`config.mk`:
```
export PLATFORM = sky130hd
export DESIGN_NAME = hsv_to_rgb_converter_top
export DESIGN_NICKNAME = d
export VERILOG_FILES = /design/src/rtl/core/hsv2rgb_pkg.sv /design/src/rtl/core/hsv_to_rgb_converter_top.sv
export SDC_FILE = /design/constraint.sdc
export NUM_CORES = 1
export LEC_CHECK = 0
export BUFFER_PORTS_ARGS = -buffer_cell sky130_fd_sc_hd__buf_4
export CORE_ASPECT_RATIO = 0.8
export CORE_MARGIN = 3
export CORE_UTILIZATION = 45
export CTS_CLUSTER_SIZE = 12
export DETAILED_ROUTE_END_ITERATION = 6
export PLACE_DENSITY = 0.63
export SYNTH_ARGS = -nofsm -noshare
export SYNTH_HDL_FRONTEND = slang
export SYNTH_SLANG_ARGS = --single-unit
```
`constraint.sdc`:
```
create_clock -name clk_i -period 7.04 [get_ports clk_i]
set_clock_uncertainty 0.1 [all_clocks]
set_input_delay 0.352 -clock clk_i [delete_from_list [all_inputs] [get_ports clk_i]]
set_output_delay 0.352 -clock clk_i [all_outputs]
set_load 0.01 [all_outputs]
```
`src/rtl/core/hsv2rgb_pkg.sv`:
```
// ----------------------------------------------------------------------------
// HSV to RGB converter package
// Default field widths and hue sextant codes.
// ----------------------------------------------------------------------------
`default_nettype none

package hsv2rgb_pkg;

  localparam int unsigned ColorBitsDefault = 8;
  localparam int unsigned HueBitsDefault   = 16;

  // Hue sextants, named by the colors at their two ends
  typedef enum logic [2:0] {
    SextRedYellow    = 3'd0,
    SextYellowGreen  = 3'd1,
    SextGreenCyan    = 3'd2,
    SextCyanBlue     = 3'd3,
    SextBlueMagenta  = 3'd4,
    SextMagentaRed   = 3'd5
  } sext_e;

endpackage

`default_nettype wire

```
`src/rtl/core/hsv_to_rgb_converter_top.sv`:
```
// ----------------------------------------------------------------------------
// HSV to RGB converter
// Four-stage pipeline converting one HSV pixel to one RGB pixel per clock when not stalled.
// ----------------------------------------------------------------------------
// Usage:
//   Input channel: hue_i, saturation_i, brightness_i with in_valid_i and
//   in_stall_o. A pixel transfers on a clock edge with in_valid_i high and
//   in_stall_o low. Hue is a fraction of a full turn (2^HUE_BITS = 360 deg),
//   saturation and brightness are all-ones for 1.0.
//   Output channel: red_o, green_o, blue_o with out_valid_o and out_stall_i,
//   same transfer rule. Channels are rounded half up to COLOR_BITS.
//   A pixel passes the s1, s2, s3 and output registers to out_valid_o.
//   Throughput: one pixel per clock while out_stall_i is low; each stage
//   holds one pixel and the per-stage handshake lets bubbles close up.
//   Stage work: hue sextant and v*s product; intermediate product and
//   offset; rounding add; divide by full scale and channel select.
//   Reset empties all stages; out_valid_o is low after reset.
//   While out_stall_i is high the output pixel holds, and the earlier stages
//   keep filling until they are all occupied, then in_stall_o rises.
// ----------------------------------------------------------------------------
`default_nettype none

module hsv_to_rgb_converter_top #(
  parameter int unsigned COLOR_BITS = hsv2rgb_pkg::ColorBitsDefault,
  parameter int unsigned HUE_BITS   = hsv2rgb_pkg::HueBitsDefault
) (
  input  wire logic                  clk_i,
  input  wire logic                  rst_ni,
  input  wire logic                  in_valid_i,
  output      logic                  in_stall_o,
  input  wire logic [HUE_BITS-1:0]   hue_i,
  input  wire logic [COLOR_BITS-1:0] saturation_i,
  input  wire logic [COLOR_BITS-1:0] brightness_i,
  output      logic                  out_valid_o,
  input  wire logic                  out_stall_i,
  output      logic [COLOR_BITS-1:0] red_o,
  output      logic [COLOR_BITS-1:0] green_o,
  output      logic [COLOR_BITS-1:0] blue_o
);

  localparam int unsigned VsW  = 2 * COLOR_BITS;
  localparam int unsigned XW   = 2 * COLOR_BITS + HUE_BITS;
  localparam int unsigned PosW = HUE_BITS + 3;
  localparam int unsigned TW   = HUE_BITS + 1;

  // full scale M, M*2^(HUE_BITS-1) and (M-1)/2
  localparam logic [COLOR_BITS:0] MaxC = {1'b0, {COLOR_BITS{1'b1}}};
  localparam logic [XW-1:0] RoundX =
    {{(XW-COLOR_BITS){1'b0}}, {COLOR_BITS{1'b1}}} << (HUE_BITS - 1);
  localparam logic [VsW-1:0] HalfM = {{(COLOR_BITS+1){1'b0}}, {(COLOR_BITS-1){1'b1}}};

  // floor(n / M) for n < M * 2^COLOR_BITS: one fold and one correction
  function automatic logic [COLOR_BITS-1:0] div_m(input logic [VsW-1:0] n);
    logic [COLOR_BITS-1:0] q0;
    logic [COLOR_BITS:0]   r0;
    q0 = n[VsW-1:COLOR_BITS];
    r0 = {1'b0, n[COLOR_BITS-1:0]} + {1'b0, q0};
    div_m = (r0 >= MaxC) ? q0 + COLOR_BITS'(1) : q0;
  endfunction

  // --------------------------------------------------------------------------
  // Handshake
  // --------------------------------------------------------------------------
  logic s1_valid_q, s2_valid_q, s3_valid_q, out_valid_q;
  logic s1_ready, s2_ready, s3_ready, s4_ready;

  assign s4_ready   = !out_valid_q || !out_stall_i;
  assign s3_ready   = !s3_valid_q || s4_ready;
  assign s2_ready   = !s2_valid_q || s3_ready;
  assign s1_ready   = !s1_valid_q || s2_ready;
  assign in_stall_o = !s1_ready;

  always_ff @(posedge clk_i or negedge rst_ni) begin
    if (!rst_ni) begin
      s1_valid_q  <= 1'b0;
      s2_valid_q  <= 1'b0;
      s3_valid_q  <= 1'b0;
      out_valid_q <= 1'b0;
    end else begin
      if (s1_ready) begin
        s1_valid_q <= in_valid_i;
      end
      if (s2_ready) begin
        s2_valid_q <= s1_valid_q;
      end
      if (s3_ready) begin
        s3_valid_q <= s2_valid_q;
      end
      if (s4_ready) begin
        out_valid_q <= s3_valid_q;
      end
    end
  end

  // --------------------------------------------------------------------------
  // Stage 1: sextant, intermediate weight, v*s
  // --------------------------------------------------------------------------
  logic [PosW-1:0]       pos;
  logic [HUE_BITS-1:0]   frac;
  hsv2rgb_pkg::sext_e    s1_sext_d, s1_sext_q;
  logic [TW-1:0]         s1_t_d, s1_t_q;
  logic [VsW-1:0]        s1_vs_d, s1_vs_q;
  logic [COLOR_BITS-1:0] s1_v_q;

  always_comb begin
    pos       = (PosW'(hue_i) << 2) + (PosW'(hue_i) << 1);
    frac      = pos[HUE_BITS-1:0];
    s1_sext_d = hsv2rgb_pkg::sext_e'(pos[PosW-1:HUE_BITS]);
    // falling edge of the ramp in odd sextants
    s1_t_d    = pos[HUE_BITS] ? ({1'b1, {HUE_BITS{1'b0}}} - {1'b0, frac})
                              : {1'b0, frac};
    s1_vs_d   = VsW'(brightness_i) * VsW'(saturation_i);
  end

  always_ff @(posedge clk_i) begin
    if (s1_ready && in_valid_i) begin
      s1_sext_q <= s1_sext_d;
      s1_t_q    <= s1_t_d;
      s1_vs_q   <= s1_vs_d;
      s1_v_q    <= brightness_i;
    end
  end

  // --------------------------------------------------------------------------
  // Stage 2: intermediate product and offset numerator
  // --------------------------------------------------------------------------
  logic [XW-1:0]         s2_xn_d, s2_xn_q;
  logic [VsW-1:0]        s2_zn_d, s2_zn_q;
  hsv2rgb_pkg::sext_e    s2_sext_q;
  logic [COLOR_BITS-1:0] s2_v_q;

  always_comb begin
    s2_xn_d = XW'(s1_vs_q) * XW'(s1_t_q);
    // v*M - v*s, offset in units of 1/M
    s2_zn_d = {s1_v_q, {COLOR_BITS{1'b0}}} - VsW'(s1_v_q) - s1_vs_q;
  end

  always_ff @(posedge clk_i) begin
    if (s2_ready && s1_valid_q) begin
      s2_xn_q   <= s2_xn_d;
      s2_zn_q   <= s2_zn_d;
      s2_sext_q <= s1_sext_q;
      s2_v_q    <= s1_v_q;
    end
  end

  // --------------------------------------------------------------------------
  // Stage 3: add offset and half step, drop hue scale
  // --------------------------------------------------------------------------
  logic [XW-1:0]         sum_x;
  logic [VsW-1:0]        s3_nx_q, s3_nz_d, s3_nz_q;
  hsv2rgb_pkg::sext_e    s3_sext_q;
  logic [COLOR_BITS-1:0] s3_v_q;

  always_comb begin
    sum_x   = s2_xn_q + (XW'(s2_zn_q) << HUE_BITS) + RoundX;
    s3_nz_d = s2_zn_q + HalfM;
  end

  always_ff @(posedge clk_i) begin
    if (s3_ready && s2_valid_q) begin
      s3_nx_q   <= sum_x[XW-1:HUE_BITS];
      s3_nz_q   <= s3_nz_d;
      s3_sext_q <= s2_sext_q;
      s3_v_q    <= s2_v_q;
    end
  end

  // --------------------------------------------------------------------------
  // Stage 4: divide by full scale, route to channels
  // --------------------------------------------------------------------------
  logic [COLOR_BITS-1:0] xval, zval;
  logic [COLOR_BITS-1:0] red_d, green_d, blue_d;
  logic [COLOR_BITS-1:0] red_q, green_q, blue_q;

  always_comb begin
    xval = div_m(s3_nx_q);
    zval = div_m(s3_nz_q);
    // chroma plus offset is exactly the brightness
    unique case (s3_sext_q)
      hsv2rgb_pkg::SextRedYellow: begin
        red_d = s3_v_q; green_d = xval;   blue_d = zval;
      end
      hsv2rgb_pkg::SextYellowGreen: begin
        red_d = xval;   green_d = s3_v_q; blue_d = zval;
      end
      hsv2rgb_pkg::SextGreenCyan: begin
        red_d = zval;   green_d = s3_v_q; blue_d = xval;
      end
      hsv2rgb_pkg::SextCyanBlue: begin
        red_d = zval;   green_d = xval;   blue_d = s3_v_q;
      end
      hsv2rgb_pkg::SextBlueMagenta: begin
        red_d = xval;   green_d = zval;   blue_d = s3_v_q;
      end
      default: begin
        red_d = s3_v_q; green_d = zval;   blue_d = xval;
      end
    endcase
  end

  always_ff @(posedge clk_i) begin
    if (s4_ready && s3_valid_q) begin
      red_q   <= red_d;
      green_q <= green_d;
      blue_q  <= blue_d;
    end
  end

  assign out_valid_o = out_valid_q;
  assign red_o       = red_q;
  assign green_o     = green_q;
  assign blue_o      = blue_q;

endmodule

`default_nettype wire

```
* Yosys cells after proc, flatten, opt, wreduce, memory -nomap -nowiden
Index checks and enable logic that the tools add are counted.
** Storage, ports and cells
- Output and inout port bits :: 26
- Word-level logic and storage cells :: 66
- Bits in registers :: 174
- Input port bits :: 36
** Cells by class
- Equality and inequality tests :: 4
- Muxes and demuxes :: 6
- Add/subtract/negate cells :: 11
- Reduce and logical (&&, ||, !) cells :: 21
- Order comparisons :: 2
- Multiply operators :: 2
** Operators by type and width (count)
- $pmux W8 S2 :: 3
- $add A32 B23 Y32 const B :: 1
- $add A32 B32 Y32 :: 1
- $mul A16 B17 Y32 :: 1
- $add A18 B17 Y19 :: 1
- $add A8 B8 Y9 :: 2
- $ge A9 B8 Y1 const B :: 2
- $sub A17 B16 Y17 const A :: 1
- $add A16 B7 Y16 const B :: 1
- $add A8 B1 Y8 const B :: 2
- $mul A8 B8 Y16 :: 1
- $mux W16 :: 1
- $mux W8 :: 2
- $sub A16 B16 Y16 :: 1
- $sub A16 B8 Y16 :: 1
- $reduce_or A2 Y1 :: 6
- $eq A3 B2 Y1 const B :: 2
- $logic_not A1 Y1 :: 6
- $logic_and A1 B1 Y1 :: 4
- $logic_or A1 B1 Y1 :: 4
- $eq A3 B1 Y1 const B :: 1
- $eq A3 B3 Y1 const B :: 1
- $logic_not A3 Y1 :: 1

* Logic depth before layout (Yosys ltp)
- Depth in word-level cells :: 6
- Gate-level depth with buffers :: 23
- Gate-level depth less buffers :: 22

* Worst setup path after synthesis
No wires, ideal clock.
- Path type :: reg2reg
- From :: register s1_vs_q[7]
- To :: register s2_xn_q[31], data pin
- Stages on the path, launching flop included :: 22
- Clock period less this slack :: 6.386 ns
- Setup time :: 0.260 ns
- Buffers on the path :: 2
- Arrival :: 6.026 ns
- Slack :: 0.654 ns
- Data required time :: 6.680 ns
- Cells stage by stage :: edfxtp_1 clkbuf_1 clkbuf_1 nand2_1 fa_1 inv_1 fa_1 fa_1 fa_1 fa_1 inv_1 fa_1 inv_1 ha_1 a211oi_1 o21bai_1 a2111o_1 and3_1 a221o_1 o41a_1 a21oi_1 xnor2_1
** Between the ends
- Cells in the longest elaborated chain, start to end :: 1
** Ends and longest elaborated chain
- start: declaration :: RTL line hsv_to_rgb_converter_top.sv:102 : logic [VsW-1:0] s1_vs_d, s1_vs_q;
- start signal: assignment :: RTL line hsv_to_rgb_converter_top.sv:119 : s1_vs_q <= s1_vs_d;
- $mul A16 B17 Y32 :: RTL line hsv_to_rgb_converter_top.sv:133 : s2_xn_d = XW'(s1_vs_q) * XW'(s1_t_q);
- named net s2_xn_d[31] :: RTL line hsv_to_rgb_converter_top.sv:127 : logic [XW-1:0] s2_xn_d, s2_xn_q;
- end signal: assignment :: RTL line hsv_to_rgb_converter_top.sv:140 : s2_xn_q <= s2_xn_d;
- end: declaration :: RTL line hsv_to_rgb_converter_top.sv:127
The timed path passes the listed nets, and every way through them passes these cells.
A chain may end at the register's enable or synchronous reset.

* Final worst setup path
- From :: register s1_vs_q[2]
- To :: register s2_xn_q[31], data pin
The elaborated chain is that of the path after synthesis.

==> metrics.yaml <==
timing:
  setup_violations: 0
  timing.hold.ws_ps: 33.8
  finalHoldViolCount: 0
  fin_crit_ps: 6760
  rsz0062_at_grt: "false"
  maxSlewViolCount: 0
  fin_crit_sh: 0.960
  slew_headroom: 0.218
  worst_slew_pin_slew_ps: 1170
  fmax_mhz: 148
  tns_ps: 0
setup_path:
  r2r_slack_ps: 280
  reg2reg_to: "s2_xn_q[31]$_DFFE_PP_"
  r2r_cells: 19
  worst_setup_path_end_kind: "register"
  r2r-start: "s1_vs_q[2]$_DFFE_PP_"
  worstPathArrival_ps: 6840
  worst-path-max-fanout: 17
  cp.required_ps: 7120
  critPathKind: "register to register"
  crit_path_start_kind: "register"
global_route:
  grt_pass1_wl_mm: 71.0
  grt_pass1_vias: 13800
  grt_overflow: 0
  antenna_found_initial: 0
  grtUsageTotal: 0.196
  grt_start_max_net_pins: 45
cells_and_area:
  nFillCells: 3796
  regArea_um2: 4720
  fin_nets: 2483
  final_util: 0.500
  diodes: 0
  multi_input_area_um2: 13000
  drive_gt1_frac: 0.0696
  area_delta_synth_final_pct: 9.41
  final_area_um2: 21000
floorplan:
  coreArea_um2: 42000
  die_h_um: 191
  die-width_um: 237
  io_pins: 62
  start_util: 0.457
  dieArea_um2: 45200
  rows: 67
min_path:
  whs_path_depth: 1
  hold_class: "primary input to register"
  min-delay-start: "hue_i[0]"
  hold_path_end: "s1_t_q[1]$_DFFE_PP_"
yosys:
  synthTopCellsByArea: "fa_1 (24%), edfxtp_1 (24%), ha_1 (15%)"
  synth-edff-count: 154
  yosys_warnings: 0
  ys_ff_latch: 158
  synth_top_area_cell: "fa_1"
  syn_area_um2: 19200
  syn_inst: 1924
  yosysSeqAreaShare: 0.246
  synth_top_area_share: 0.243
  syn-num-nets: 2422
  ys.flop_type: "edfxtp_1"
  syn_avg_cell_area_um2: 9.97
  async_flop_share: 0.0253
  ys_types: 67
status:
  status: "finished, final reports clean"
placed_design:
  hpwl_mm: 35.7
  gp_congestion: 0.935
  place_area_um2: 20300
  place.port_buffers: 61
route:
  wl_mm: 43.0
  drcViolationCount: 0
  ant_nets: 0
  drt_iter0_drc: 699
  num_vias: 13300
  wl_per_cell_um: 16.9
  drtPass1Iterations: 6
  viasPerCell: 5.23
cts:
  clockBufferDepth: 2
  clk_pin_slew_ps: 70
  cts_resized: 0
  clock_sinks: 158
  cts_tree: "built"
  root_buffer: "clkbuf_16"
  clk_latency_ps: 440
  cts_buffers: 17
  htree_levels: 4
job:
  maxCapViolCount: 0
==> how the worst max path moves through the flow <==
stage / endpoint / cells after the start / start / slack [ps]
final: s2_xn_q[31]$_DFFE_PP_ / 19 / s1_vs_q[2]$_DFFE_PP_ / 280
after global routing: s2_xn_q[31]$_DFFE_PP_ / 19 / s1_vs_q[2]$_DFFE_PP_ / 30
after CTS: s2_xn_q[31]$_DFFE_PP_ / 19 / s1_vs_q[2]$_DFFE_PP_ / 340
after detailed placement: s2_xn_q[31]$_DFFE_PP_ / 19 / s1_vs_q[2]$_DFFE_PP_ / 330
after global placement: s2_xn_q[31]$_DFFE_PP_ / 20 / s1_t_q[9]$_DFFE_PP_ / 420
after floorplan: s2_xn_q[31]$_DFFE_PP_ / 21 / s1_vs_q[7]$_DFFE_PP_ / 650
==> cells by family (layout without fill, tap and decap cells) <==
family                   after synthesis  in the layout  share of synthesized area
AO/OA/AOI/OAI                        197            197                     0.0731
XOR/XNOR                             118            118                     0.0539
adder cells (fa/ha/maj)              462            462                      0.392
buffers and inverters                395            469                     0.0773
flip-flops                           158            158                      0.246
multiplexers                           9              9                    0.00496
AND/OR/NAND/NOR                      585            585                      0.152
==> routing by layer <==
layer,vias to the layer above,share of wire,GRT usage
met5,-,0,0
met3,36,0.060,0.0376
met1,6547,0.49,0.289
met2,353,0.44,0.302
met4,0,0.012,0.0395
li1,6389,-,-
==> repair_timing <==
item                       in CTS  in global routing
hold buffers                    2                  0
setup endpoints to repair       0                  1
buffers inserted                0                  3
hold endpoints to repair        5                  0
==> cells in the mapped netlist, types with 24 or more instances <==
cell type,instances
xnor2_1,81
a21oi_1,49
inv_1,354
nand3_1,37
fa_1,233
nor3_1,28
o21ai_0,24
nor2_1,69
clkbuf_1,39
ha_1,229
nand2_1,215
edfxtp_1,154
and2_1,159
xor2_1,37
==> critical path: stages (launching register included) <==
cell,delay (ps)
edfxtp_1,740
nand2_1,170
fa_1,510
fa_1,570
inv_1,60
fa_1,530
fa_1,490
fa_1,510
inv_1,50
fa_1,470
inv_1,40
ha_1,310
a211oi_1,230
o21bai_1,150
a2111o_1,430
and3_1,190
a221o_1,310
o41a_1,350
a21oi_1,180
xnor2_1,70
==> cells in the final DEF, fill, tap and decap left out, types with 11 or more instances in the layout <==
cell type / n
clkbuf_16: 17
fa_1: 233
nor2_1: 69
nor3_1: 28
and3_1: 12
edfxtp_1: 154
buf_4: 81
nand3_1: 37
a211oi_1: 16
a21o_1: 14
o21ai_0: 24
xnor2_1: 81
inv_1: 354
ha_1: 229
xor2_1: 37
and2_1: 157
nand2b_1: 11
nor2b_1: 12
nand2_1: 215
o221ai_1: 11
a21oi_1: 49
==> through the flow <==
stage,setup slack [ps],cells
floorplan,654,1924
global placement,416,2513
detailed placement,331,2513
CTS,336,2547
global route,34.7,2550
finish,280,2550
==> cell type report <==
cell class / count / share of cell area
Clock buffer: 20 / 0.0213
Clock inverter: 12 / 0.00864
Inverter: 354 / 0.0633
Multi-Input combinational cell: 1371 / 0.619
Sequential cell: 158 / 0.225
Tap cell: 552 / 0.0329
Timing Repair Buffer: 83 / 0.0299
==> registers in the layout (all words and copies together), names as in the netlist <==
register     cells
out_valid_o      1
blue_o           8
s1_t_q          16
s3_nx_q         16
s2_sext_q        3
s3_v_q           8
s2_v_q           8
green_o          8
s1_vs_q         16
s2_xn_q         17
s3_valid_q       1
s3_nz_q         16
s1_v_q           8
s2_zn_q         16
s1_sext_q        3
s1_valid_q       1
s2_valid_q       1
s3_sext_q        3
red_o            8
Power is left out: the tool's default activity adds up to more than one toggle a clock period on the data nets, which glitch-free logic cannot reach.
